File: src/rtl/core/dss_pkg.sv
// Package for the drum step sequencer with swing.
// Holds the word types, register indexes, field widths and length clamping.
// No dependencies; used by drum_step_sequencer_swing_top.
package dss_pkg;

   localparam int STEP_LIMIT = 64;
   localparam int TIME_BITS = 48;

   localparam int NOW_W   = 48;
   localparam int HUM_W   = 20;
   localparam int PER_W   = 20;
   localparam int LEN_W   = 7;
   localparam int SWING_W = 20;
   localparam int DELAY_W = 21;
   localparam int MASK_W  = 64;
   localparam int IDX_W   = 6;
   localparam int CSR_W   = 64;
   localparam int CSR_IDX_W = 3;

   // Signed width of delay plus humanize plus swing.
   localparam int SHIFT_W = 23;

   localparam logic [PER_W-1:0] PER_RESET = PER_W'(125000);
   localparam logic [LEN_W-1:0] LEN_RESET = LEN_W'(16);
   localparam logic [LEN_W-1:0] NO_STEP   = '1;

   typedef enum logic [CSR_IDX_W-1:0] {
      CSR_POLYRHYTHMIC   = 3'd0,
      CSR_STEP_PERIOD    = 3'd1,
      CSR_PATTERN_LENGTH = 3'd2,
      CSR_LONGEST_LENGTH = 3'd3,
      CSR_SWING          = 3'd4,
      CSR_DELAY          = 3'd5,
      CSR_STEP_MASK      = 3'd6
   } csr_index_type;

   typedef struct packed {
      logic [NOW_W-1:0]        now_us;
      logic signed [HUM_W-1:0] humanize_us;
      logic                    force_req;
   } req_word_type;

   typedef struct packed {
      logic [IDX_W-1:0] step_index;
      logic             new_step;
      logic             fire;
   } rsp_word_type;

   // A zero length counts as one, a length above STEP_LIMIT as STEP_LIMIT.
   function automatic logic [LEN_W-1:0] clamp_len(input logic [LEN_W-1:0] v);
      logic [LEN_W-1:0] r;
      if (v == '0) begin
         r = LEN_W'(1);
      end else if (v > LEN_W'(STEP_LIMIT)) begin
         r = LEN_W'(STEP_LIMIT);
      end else begin
         r = v;
      end
      return r;
   endfunction

endpackage

File: src/rtl/core/drum_step_sequencer_swing_top.sv
// Step sequencer for one pattern track, with swing on odd steps.
// Depends on dss_pkg for word types, register indexes and widths.
//
//   channel | direction | handshake          | word
//   --------+-----------+--------------------+----------------------------------
//   req     | in        | req_valid/req_stall | now_us, humanize_us, force_req
//   rsp     | out       | rsp_valid/rsp_stall | step_index, new_step, fire
//   csr     | in        | csr_write_en        | csr_index, csr_wdata
//
// A word passes through the add, multiply and divide states and then the finish state;
// when its first index is odd it is computed again with swing. The restoring
// divider yields one quotient bit per cycle over TIME_BITS + 8 bits.
// Reset is synchronous and active high; it restores the register defaults and history.
// A stalled result waits in the output register while the next request word is taken;
// a finished computation holds in its last state until that register is free.
module drum_step_sequencer_swing_top #(
   parameter int TIME_BITS = dss_pkg::TIME_BITS
) (
   input  logic                         clock,
   input  logic                         reset,
   input  logic                         req_valid,
   output logic                         req_stall,
   input  dss_pkg::req_word_type        req_data,
   output logic                         rsp_valid,
   input  logic                         rsp_stall,
   output dss_pkg::rsp_word_type        rsp_data,
   input  logic                         csr_write_en,
   input  logic [dss_pkg::CSR_IDX_W-1:0] csr_index,
   input  logic [dss_pkg::CSR_W-1:0]    csr_wdata
);

   // Shifted time can exceed the time range by the largest shift, so it
   // carries one extra bit. The numerator is time times a length; the
   // divisor is a period times a length.
   localparam int TW  = TIME_BITS + 1;
   localparam int SW  = TW + 1;
   localparam int NW  = TW + dss_pkg::LEN_W;
   localparam int DW  = dss_pkg::PER_W + dss_pkg::LEN_W;
   localparam int CW  = $clog2(NW + 1);
   localparam int LW  = dss_pkg::LEN_W;
   localparam int XW  = dss_pkg::IDX_W;
   localparam int SHW = dss_pkg::SHIFT_W;

   typedef enum logic [2:0] {
      ST_IDLE,
      ST_ADD,
      ST_MUL,
      ST_DIV,
      ST_FINISH
   } state_type;

   // Configuration registers.
   logic                          poly_ff;
   logic [dss_pkg::PER_W-1:0]     period_ff;
   logic [LW-1:0]                 pat_len_ff;
   logic [LW-1:0]                 longest_ff;
   logic [dss_pkg::SWING_W-1:0]   swing_ff;
   logic signed [dss_pkg::DELAY_W-1:0] delay_ff;
   logic [dss_pkg::MASK_W-1:0]    mask_ff;

   // Sequencer and datapath registers.
   state_type               state_ff, state_in;
   logic                    pass_ff, pass_in;
   logic [TIME_BITS-1:0]    now_ff, now_in;
   logic signed [SHW-1:0]   shift_ff, shift_in;
   logic                    force_ff, force_in;
   logic [TW-1:0]           t_ff, t_in;
   logic [NW-1:0]           num_ff, num_in;
   logic [DW-1:0]           den_ff, den_in;
   logic [DW-1:0]           rem_ff, rem_in;
   logic [LW-1:0]           len_ff, len_in;
   logic [XW-1:0]           idx_ff, idx_in;
   logic [CW-1:0]           cnt_ff, cnt_in;
   logic [LW-1:0]           last_ff, last_in;
   logic [LW-1:0]           prev_ff, prev_in;
   logic                    rsp_valid_ff, rsp_valid_in;
   dss_pkg::rsp_word_type   rsp_data_ff, rsp_data_in;

   // Combinational helpers.
   logic signed [SHW-1:0]   sel_shift;
   logic signed [SW-1:0]    t_sum;
   logic [DW:0]             div_trial;
   logic                    qbit;
   logic [LW-1:0]           mod_trial;
   logic [LW-1:0]           len_clamped;
   logic [LW-1:0]           lon_clamped;
   logic [dss_pkg::PER_W-1:0] period_nz;
   logic                    out_free;
   logic                    step_new;

   // Register writes must arrive only while the sequencer is idle; the block does not enforce this.
   always_ff @(posedge clock) begin
      if (reset) begin
         poly_ff    <= 1'b0;
         period_ff  <= dss_pkg::PER_RESET;
         pat_len_ff <= dss_pkg::LEN_RESET;
         longest_ff <= dss_pkg::LEN_RESET;
         swing_ff   <= '0;
         delay_ff   <= '0;
         mask_ff    <= '0;
      end else if (csr_write_en) begin
         case (dss_pkg::csr_index_type'(csr_index))
            dss_pkg::CSR_POLYRHYTHMIC:   poly_ff    <= csr_wdata[0];
            dss_pkg::CSR_STEP_PERIOD:    period_ff  <= csr_wdata[dss_pkg::PER_W-1:0];
            dss_pkg::CSR_PATTERN_LENGTH: pat_len_ff <= csr_wdata[LW-1:0];
            dss_pkg::CSR_LONGEST_LENGTH: longest_ff <= csr_wdata[LW-1:0];
            dss_pkg::CSR_SWING:          swing_ff   <= csr_wdata[dss_pkg::SWING_W-1:0];
            dss_pkg::CSR_DELAY:          delay_ff   <= $signed(csr_wdata[dss_pkg::DELAY_W-1:0]);
            dss_pkg::CSR_STEP_MASK:      mask_ff    <= csr_wdata;
            default: begin
            end
         endcase
      end
   end

   always_comb begin
      // Second pass adds swing to the shift; a negative time clamps to zero.
      sel_shift = pass_ff ? (shift_ff + $signed({3'b000, swing_ff})) : shift_ff;
      t_sum     = $signed({2'b00, now_ff}) + SW'(sel_shift);

      len_clamped = dss_pkg::clamp_len(pat_len_ff);
      lon_clamped = dss_pkg::clamp_len(longest_ff);
      period_nz   = (period_ff == '0) ? dss_pkg::PER_W'(1) : period_ff;

      // Shared restoring divide step. The quotient bit is folded at once
      // into a running residue modulo the pattern length.
      div_trial = {rem_ff, num_ff[NW-1]};
      qbit      = (div_trial >= {1'b0, den_ff});
      mod_trial = {idx_ff, qbit};

      out_free = !rsp_valid_ff || !rsp_stall;
      step_new = force_ff || (({1'b0, idx_ff} != last_ff) && ({1'b0, idx_ff} != prev_ff));
   end

   always_comb begin
      state_in     = state_ff;
      pass_in      = pass_ff;
      now_in       = now_ff;
      shift_in     = shift_ff;
      force_in     = force_ff;
      t_in         = t_ff;
      num_in       = num_ff;
      den_in       = den_ff;
      rem_in       = rem_ff;
      len_in       = len_ff;
      idx_in       = idx_ff;
      cnt_in       = cnt_ff;
      last_in      = last_ff;
      prev_in      = prev_ff;
      rsp_valid_in = rsp_valid_ff && rsp_stall;
      rsp_data_in  = rsp_data_ff;

      case (state_ff)
         ST_IDLE: begin
            if (req_valid) begin
               now_in   = TIME_BITS'(req_data.now_us);
               shift_in = SHW'(delay_ff) + SHW'($signed(req_data.humanize_us));
               force_in = req_data.force_req;
               pass_in  = 1'b0;
               state_in = ST_ADD;
            end
         end
         ST_ADD: begin
            t_in     = t_sum[SW-1] ? '0 : t_sum[TW-1:0];
            state_in = ST_MUL;
         end
         ST_MUL: begin
            // Polyrhythmic mode divides by the period alone.
            if (poly_ff) begin
               num_in = NW'(t_ff);
               den_in = DW'(period_nz);
            end else begin
               num_in = NW'(t_ff) * NW'(len_clamped);
               den_in = DW'(period_nz) * DW'(lon_clamped);
            end
            len_in   = len_clamped;
            rem_in   = '0;
            idx_in   = '0;
            cnt_in   = CW'(NW);
            state_in = ST_DIV;
         end
         ST_DIV: begin
            rem_in = qbit ? DW'(div_trial - {1'b0, den_ff}) : div_trial[DW-1:0];
            num_in = {num_ff[NW-2:0], 1'b0};
            idx_in = (mod_trial >= len_ff) ? XW'(mod_trial - len_ff) : mod_trial[XW-1:0];
            cnt_in = cnt_ff - CW'(1);
            if (cnt_ff == CW'(1)) begin
               if (!pass_ff && idx_in[0]) begin
                  pass_in  = 1'b1;
                  state_in = ST_ADD;
               end else begin
                  state_in = ST_FINISH;
               end
            end
         end
         ST_FINISH: begin
            if (out_free) begin
               rsp_valid_in           = 1'b1;
               rsp_data_in.step_index = idx_ff;
               rsp_data_in.new_step   = step_new;
               rsp_data_in.fire       = step_new && mask_ff[idx_ff];
               if (step_new) begin
                  prev_in = last_ff;
                  last_in = {1'b0, idx_ff};
               end
               state_in = ST_IDLE;
            end
         end
         default: begin
            state_in = ST_IDLE;
         end
      endcase
   end

   always_ff @(posedge clock) begin
      if (reset) begin
         state_ff     <= ST_IDLE;
         pass_ff      <= 1'b0;
         last_ff      <= dss_pkg::NO_STEP;
         prev_ff      <= dss_pkg::NO_STEP;
         rsp_valid_ff <= 1'b0;
      end else begin
         state_ff     <= state_in;
         pass_ff      <= pass_in;
         last_ff      <= last_in;
         prev_ff      <= prev_in;
         rsp_valid_ff <= rsp_valid_in;
      end
      now_ff      <= now_in;
      shift_ff    <= shift_in;
      force_ff    <= force_in;
      t_ff        <= t_in;
      num_ff      <= num_in;
      den_ff      <= den_in;
      rem_ff      <= rem_in;
      len_ff      <= len_in;
      idx_ff      <= idx_in;
      cnt_ff      <= cnt_in;
      rsp_data_ff <= rsp_data_in;
   end

   assign req_stall = (state_ff != ST_IDLE);
   assign rsp_valid = rsp_valid_ff;
   assign rsp_data  = rsp_data_ff;

`ifndef NO_ASSERTIONS
   // The divider remainder always stays below the divisor.
   a_rem_below_den: assert property (@(posedge clock) disable iff (reset)
      (state_ff == ST_DIV) |-> (rem_ff < den_ff))
      else $error("divider remainder not below divisor");

   // The running step residue always stays below the pattern length.
   a_idx_below_len: assert property (@(posedge clock) disable iff (reset)
      (state_ff == ST_DIV) |-> ({1'b0, idx_ff} < len_ff))
      else $error("step residue not below pattern length");

   // A fresh result word appears only out of the finish state.
   a_rsp_from_finish: assert property (@(posedge clock) disable iff (reset)
      $rose(rsp_valid_ff) |-> $past(state_ff == ST_FINISH))
      else $error("result word without finished computation");

   // A step that fires was always accepted as new.
   a_fire_is_new: assert property (@(posedge clock) disable iff (reset)
      rsp_valid_ff |-> (!rsp_data_ff.fire || rsp_data_ff.new_step))
      else $error("fire without new step");

   // Accepting a new step moves the last step into the older slot.
   a_history_shift: assert property (@(posedge clock) disable iff (reset)
      (state_ff == ST_FINISH && out_free && step_new) |=> (prev_ff == $past(last_ff)))
      else $error("step history not shifted");
`endif

endmodule

File: config.mk
export PLATFORM = sky130hd
export DESIGN_NAME = drum_step_sequencer_swing_top
export DESIGN_NICKNAME = d
export VERILOG_FILES = /design/src/rtl/core/dss_pkg.sv /design/src/rtl/core/drum_step_sequencer_swing_top.sv
export SDC_FILE = /design/constraint.sdc
export NUM_CORES = 2
export LEC_CHECK = 0
export ABC_CLOCK_PERIOD_IN_PS = 16760
export BUFFER_PORTS_ARGS = -buffer_cell sky130_fd_sc_hd__buf_2
export CAP_MARGIN = 20
export CORE_MARGIN = 5
export CORE_UTILIZATION = 30
export DETAILED_ROUTE_END_ITERATION = 10
export GPL_ROUTABILITY_DRIVEN = 0
export SLEW_MARGIN = 20
export SYNTH_ARGS = -nofsm -noshare
export SYNTH_HDL_FRONTEND = slang
export SYNTH_SLANG_ARGS = --single-unit
File: constraint.sdc
create_clock -name clock -period 16.76 [get_ports clock]
set_input_delay 2.514 -clock clock [delete_from_list [all_inputs] [get_ports clock]]
set_output_delay 2.514 -clock clock [all_outputs]
set_load 0.03 [all_outputs]
==> flow_metrics.tcl <==
set metrics [dict create \
    num_io_pins 151 \
    power.density_nw_per_um2 120.2 \
    clk_pin_slew_ns 0.06 \
    grt_pass1_vias 28520 \
    hp-class "register to register" \
    yosys.area_share.simple 0.1878 \
    path_cells "buf_4, nor2b_2, buf_4, and2_1, fa_1, fa_1, fa_1, fa_1, ha_1, a2111oi_0, o21ai_1, a31oi_1, o21ai_1, o31ai_1, o31ai_1, a221oi_2, nor3_1, a2111oi_0, xor2_1, a21oi_1" \
    vias 28160 \
    slowest_delay_ns 0.55 \
    synthAdderAreaFrac 0.2590 \
    critPathTopFamily "compound AO/OA/AOI/OAI gates" \
    wire_per_inst_um 16.45 \
    drtAntennaViolNets 0 \
    synth.avg_cell_area_um2 9.083 \
    fin_hold_ws_ns 0.4503 \
    viasPerCell 4.842 \
    cp-start-kind "register" \
    holdPathStages 2 \
    die_h_um 362.1 \
    seq_area_um2 10910 \
    cts_resized 0 \
    remaining_drc_errors 0 \
    dr.pass1.iters 5 \
    synth_top_family_by_area "adder cells" \
    synth-compound-area-share 0.1372 \
    cp_data_required_time_ns 17.09 \
    clkSinkCount 416 \
    critPathKind "register to register" \
    drive_gt1_frac 0.08210 \
    cts_inserted_buffers 47 \
    die_area_um2 131100 \
    dp_hpwl_mm 73.14 \
    ys_seq_area_frac 0.2931 \
    clock-root-buffer "clkbuf_16" \
    synthCells 4095 \
    fin_worst_skew_ns 0.02288 \
    nNetsFinal 4854 \
    path_common_cell "fa_1" \
    grt_pass1_wl_mm 154.0 \
    start_util 0.3012 \
    relSlewSlack 0.3228 \
    multiInputGateArea_um2 24230 \
    ctsHoldBuffers 0 \
    cap_violations 0 \
    grt_max_degree 95 \
    synth_nets 4809 \
    fmax_ghz 0.1392 \
    setup_viol 0 \
    finalCritPeriodShare 0.4287 \
    rsz0062_at_grt "no" \
    synth_warnings 0 \
    cts_tree "done" \
    period_needed_ns 7.185 \
    row_count 129 \
    fin_setup_tns_ns 0 \
    area_growth_pct 11.12 \
    gr-total-overflow 0 \
    first_iter_violations 1449 \
    post-cts-setup-buffers 0 \
    grt_antenna_before_repair 5 \
    ys_types 79 \
    crit_arrival_ns 7.52 \
    fillers 12660 \
    cp_num_cells 20 \
    synth_flop_cell "edfxtp_1" \
    end_kind "register" \
    peakVddDrop_mv 0.08196 \
    synth_edf_count 257 \
    track_usage 0.1434 \
    worst_pin_slew_ns 1.016 \
    slew_violations 0 \
    die_x_um 362.1 \
    synth_xor_area_frac 0.04027 \
    path_max_fanout 54 \
    syn_area_um2 37190 \
    port_buffers 150 \
    status "complete, no violations" \
    p_leak_uw 0.01779 \
    wirelength_mm 95.69 \
    reg2reg_depth 20 \
    async_flop_share 0 \
    cp.buffers_inverters 2 \
    clkLatencyLatePin_ns 0.62 \
    muxShareOfSynthArea 0.02489 \
    cts_max_level 2 \
    hold_viol 0 \
    slowest_stage "fa_1" \
    core_area_um2 123500 \
    synth_seq_cells 416 \
    clockBufferDepth 3 \
]
routing by layer:
layer / GRT usage / wire length (µm) / up-vias / share of wire
met5: 0 / 0 / - / 0
met4: 0.03739 / 2181 / 0 / 0.023
met3: 0.01640 / 4055 / 117 / 0.042
met2: 0.2368 / 43960 / 597 / 0.46
met1: 0.2005 / 45490 / 13610 / 0.48
li1: - / - / 13840 / -
flip-flops by register name, indices dropped and copies added, names as in the netlist, 7 cells and up:
name        cells
period_ff      20
last_ff         7
mask_ff        64
num_ff         56
rsp_data        8
longest_ff      7
shift_ff       22
delay_ff       21
rem_ff         27
pat_len_ff      7
t_ff           49
den_ff         27
len_ff          7
prev_ff         7
now_ff         48
swing_ff       20
final timing paths:
| path | start | to | slack, ns |
|---|---|---|---|
| min reg2reg | mask_ff[38]$_SDFFE_PP0P_ | mask_ff[38]$_SDFFE_PP0P_ | 0.45 |
| min | mask_ff[38]$_SDFFE_PP0P_ | mask_ff[38]$_SDFFE_PP0P_ | 0.45 |
| max reg2reg | pat_len_ff[6]$_SDFFE_PP0P_ | num_ff[32]$_DFFE_PP_ | 9.57 |
| max | pat_len_ff[6]$_SDFFE_PP0P_ | num_ff[32]$_DFFE_PP_ | 9.57 |
stage by stage:
| stage | instances | utilization | setup slack [ns] | power, µW | area (µm²) |
|---|---|---|---|---|---|
| 2_1_floorplan | 4095 | - | 9.853 | 3301 | 37190 |
| 3_3_place_gp | 5727 | 0.3208 | 9.638 | 3837 | 39620 |
| 3_5_place_dp | 5728 | 0.3211 | 9.588 | 3879 | 39640 |
| 4_1_cts | 5815 | 0.3347 | 9.598 | 5017 | 41330 |
| 5_1_grt | 5817 | 0.3347 | 9.258 | 5368 | 41330 |
| 6_report | 5817 | 0.3347 | 9.575 | 4967 | 41330 |
where the power goes:
| part | internal, µW | leakage, µW | switching (µW) |
|---|---|---|---|
| Combinational | 890 | 0.0133 | 1320 |
| Clock | 643 | 0.000808 | 467 |
| Sequential | 1420 | 0.00371 | 235 |
| Total | 2950 | 0.0178 | 2020 |
cells in the final DEF (no fill, tap or decap), types with 21 or more instances in the layout:
cell / count
nor2b_1: 54
and2_1: 309
edfxtp_1: 257
nand2b_1: 27
buf_4: 37
nand2_1: 598
dfxtp_1: 157
o21ai_0: 118
nand3_1: 35
nor3_1: 53
xor2_1: 67
inv_1: 373
mux2i_1: 25
fa_1: 328
clkbuf_16: 51
a21o_1: 89
o21a_1: 34
nor2_1: 272
a21oi_1: 394
ha_1: 245
mux4_2: 21
a31oi_1: 23
a211oi_1: 23
buf_2: 149
nand4_1: 22
xnor2_1: 103
o21bai_1: 22
worst reg2reg max path: cells and delay by family (launching register included):
family,cells,cell delay (ns)
flip-flops,1,0.36
buffers and inverters,2,0.82
AND/OR/NAND/NOR,3,0.43
adder cells (fa/ha/maj),5,2.34
AO/OA/AOI/OAI,9,2.73
XOR/XNOR,1,0.21
cell type report:
type	instances	area share
Clock buffer	61	0.03251
Inverter	375	0.03406
Timing Repair Buffer	187	0.02543
Antenna cell	2	0.0001211
Clock inverter	26	0.008234
Tap cell	1637	0.04955
Multi-Input combinational cell	3113	0.5862
Sequential cell	416	0.2639
Yosys cell counts (all sizes together), types with 18 or more instances:
library cell / number / area share
nand2: 599 / 0.060
a21oi: 394 / 0.053
inv: 374 / 0.038
fa: 328 / 0.18
and2: 309 / 0.052
nor2: 274 / 0.028
edfxtp: 257 / 0.21
ha: 245 / 0.082
dfxtp: 159 / 0.086
clkbuf: 157 / 0.016
o21ai: 124 / 0.017
xnor2: 103 / 0.024
a21o: 89 / 0.018
xor2: 68 / 0.016
nor2b: 61 / 0.010
nor3: 54 / 0.0073
nand3: 36 / 0.0048
buf: 34 / 0.0041
o21a: 34 / 0.0069
nand2b: 27 / 0.0045
mux2i: 25 / 0.0067
a211oi: 24 / 0.0048
a31oi: 23 / 0.0039
nand4: 22 / 0.0037
o21bai: 22 / 0.0044
and3: 21 / 0.0035
mux4: 21 / 0.013
a211o: 19 / 0.0045
mux2: 18 / 0.0054
logic make-up after synthesis:
group                      count (synthesis)
AOI/OAI and AO/OA                        832
xor gates and xnor gates                 171
adders and majority gates                573
buffers and inverters                    566
DFF                                      416
muxes                                     64
and+or+nand+nor                         1473
No activity file was read; power rests on OpenSTA's default activity.
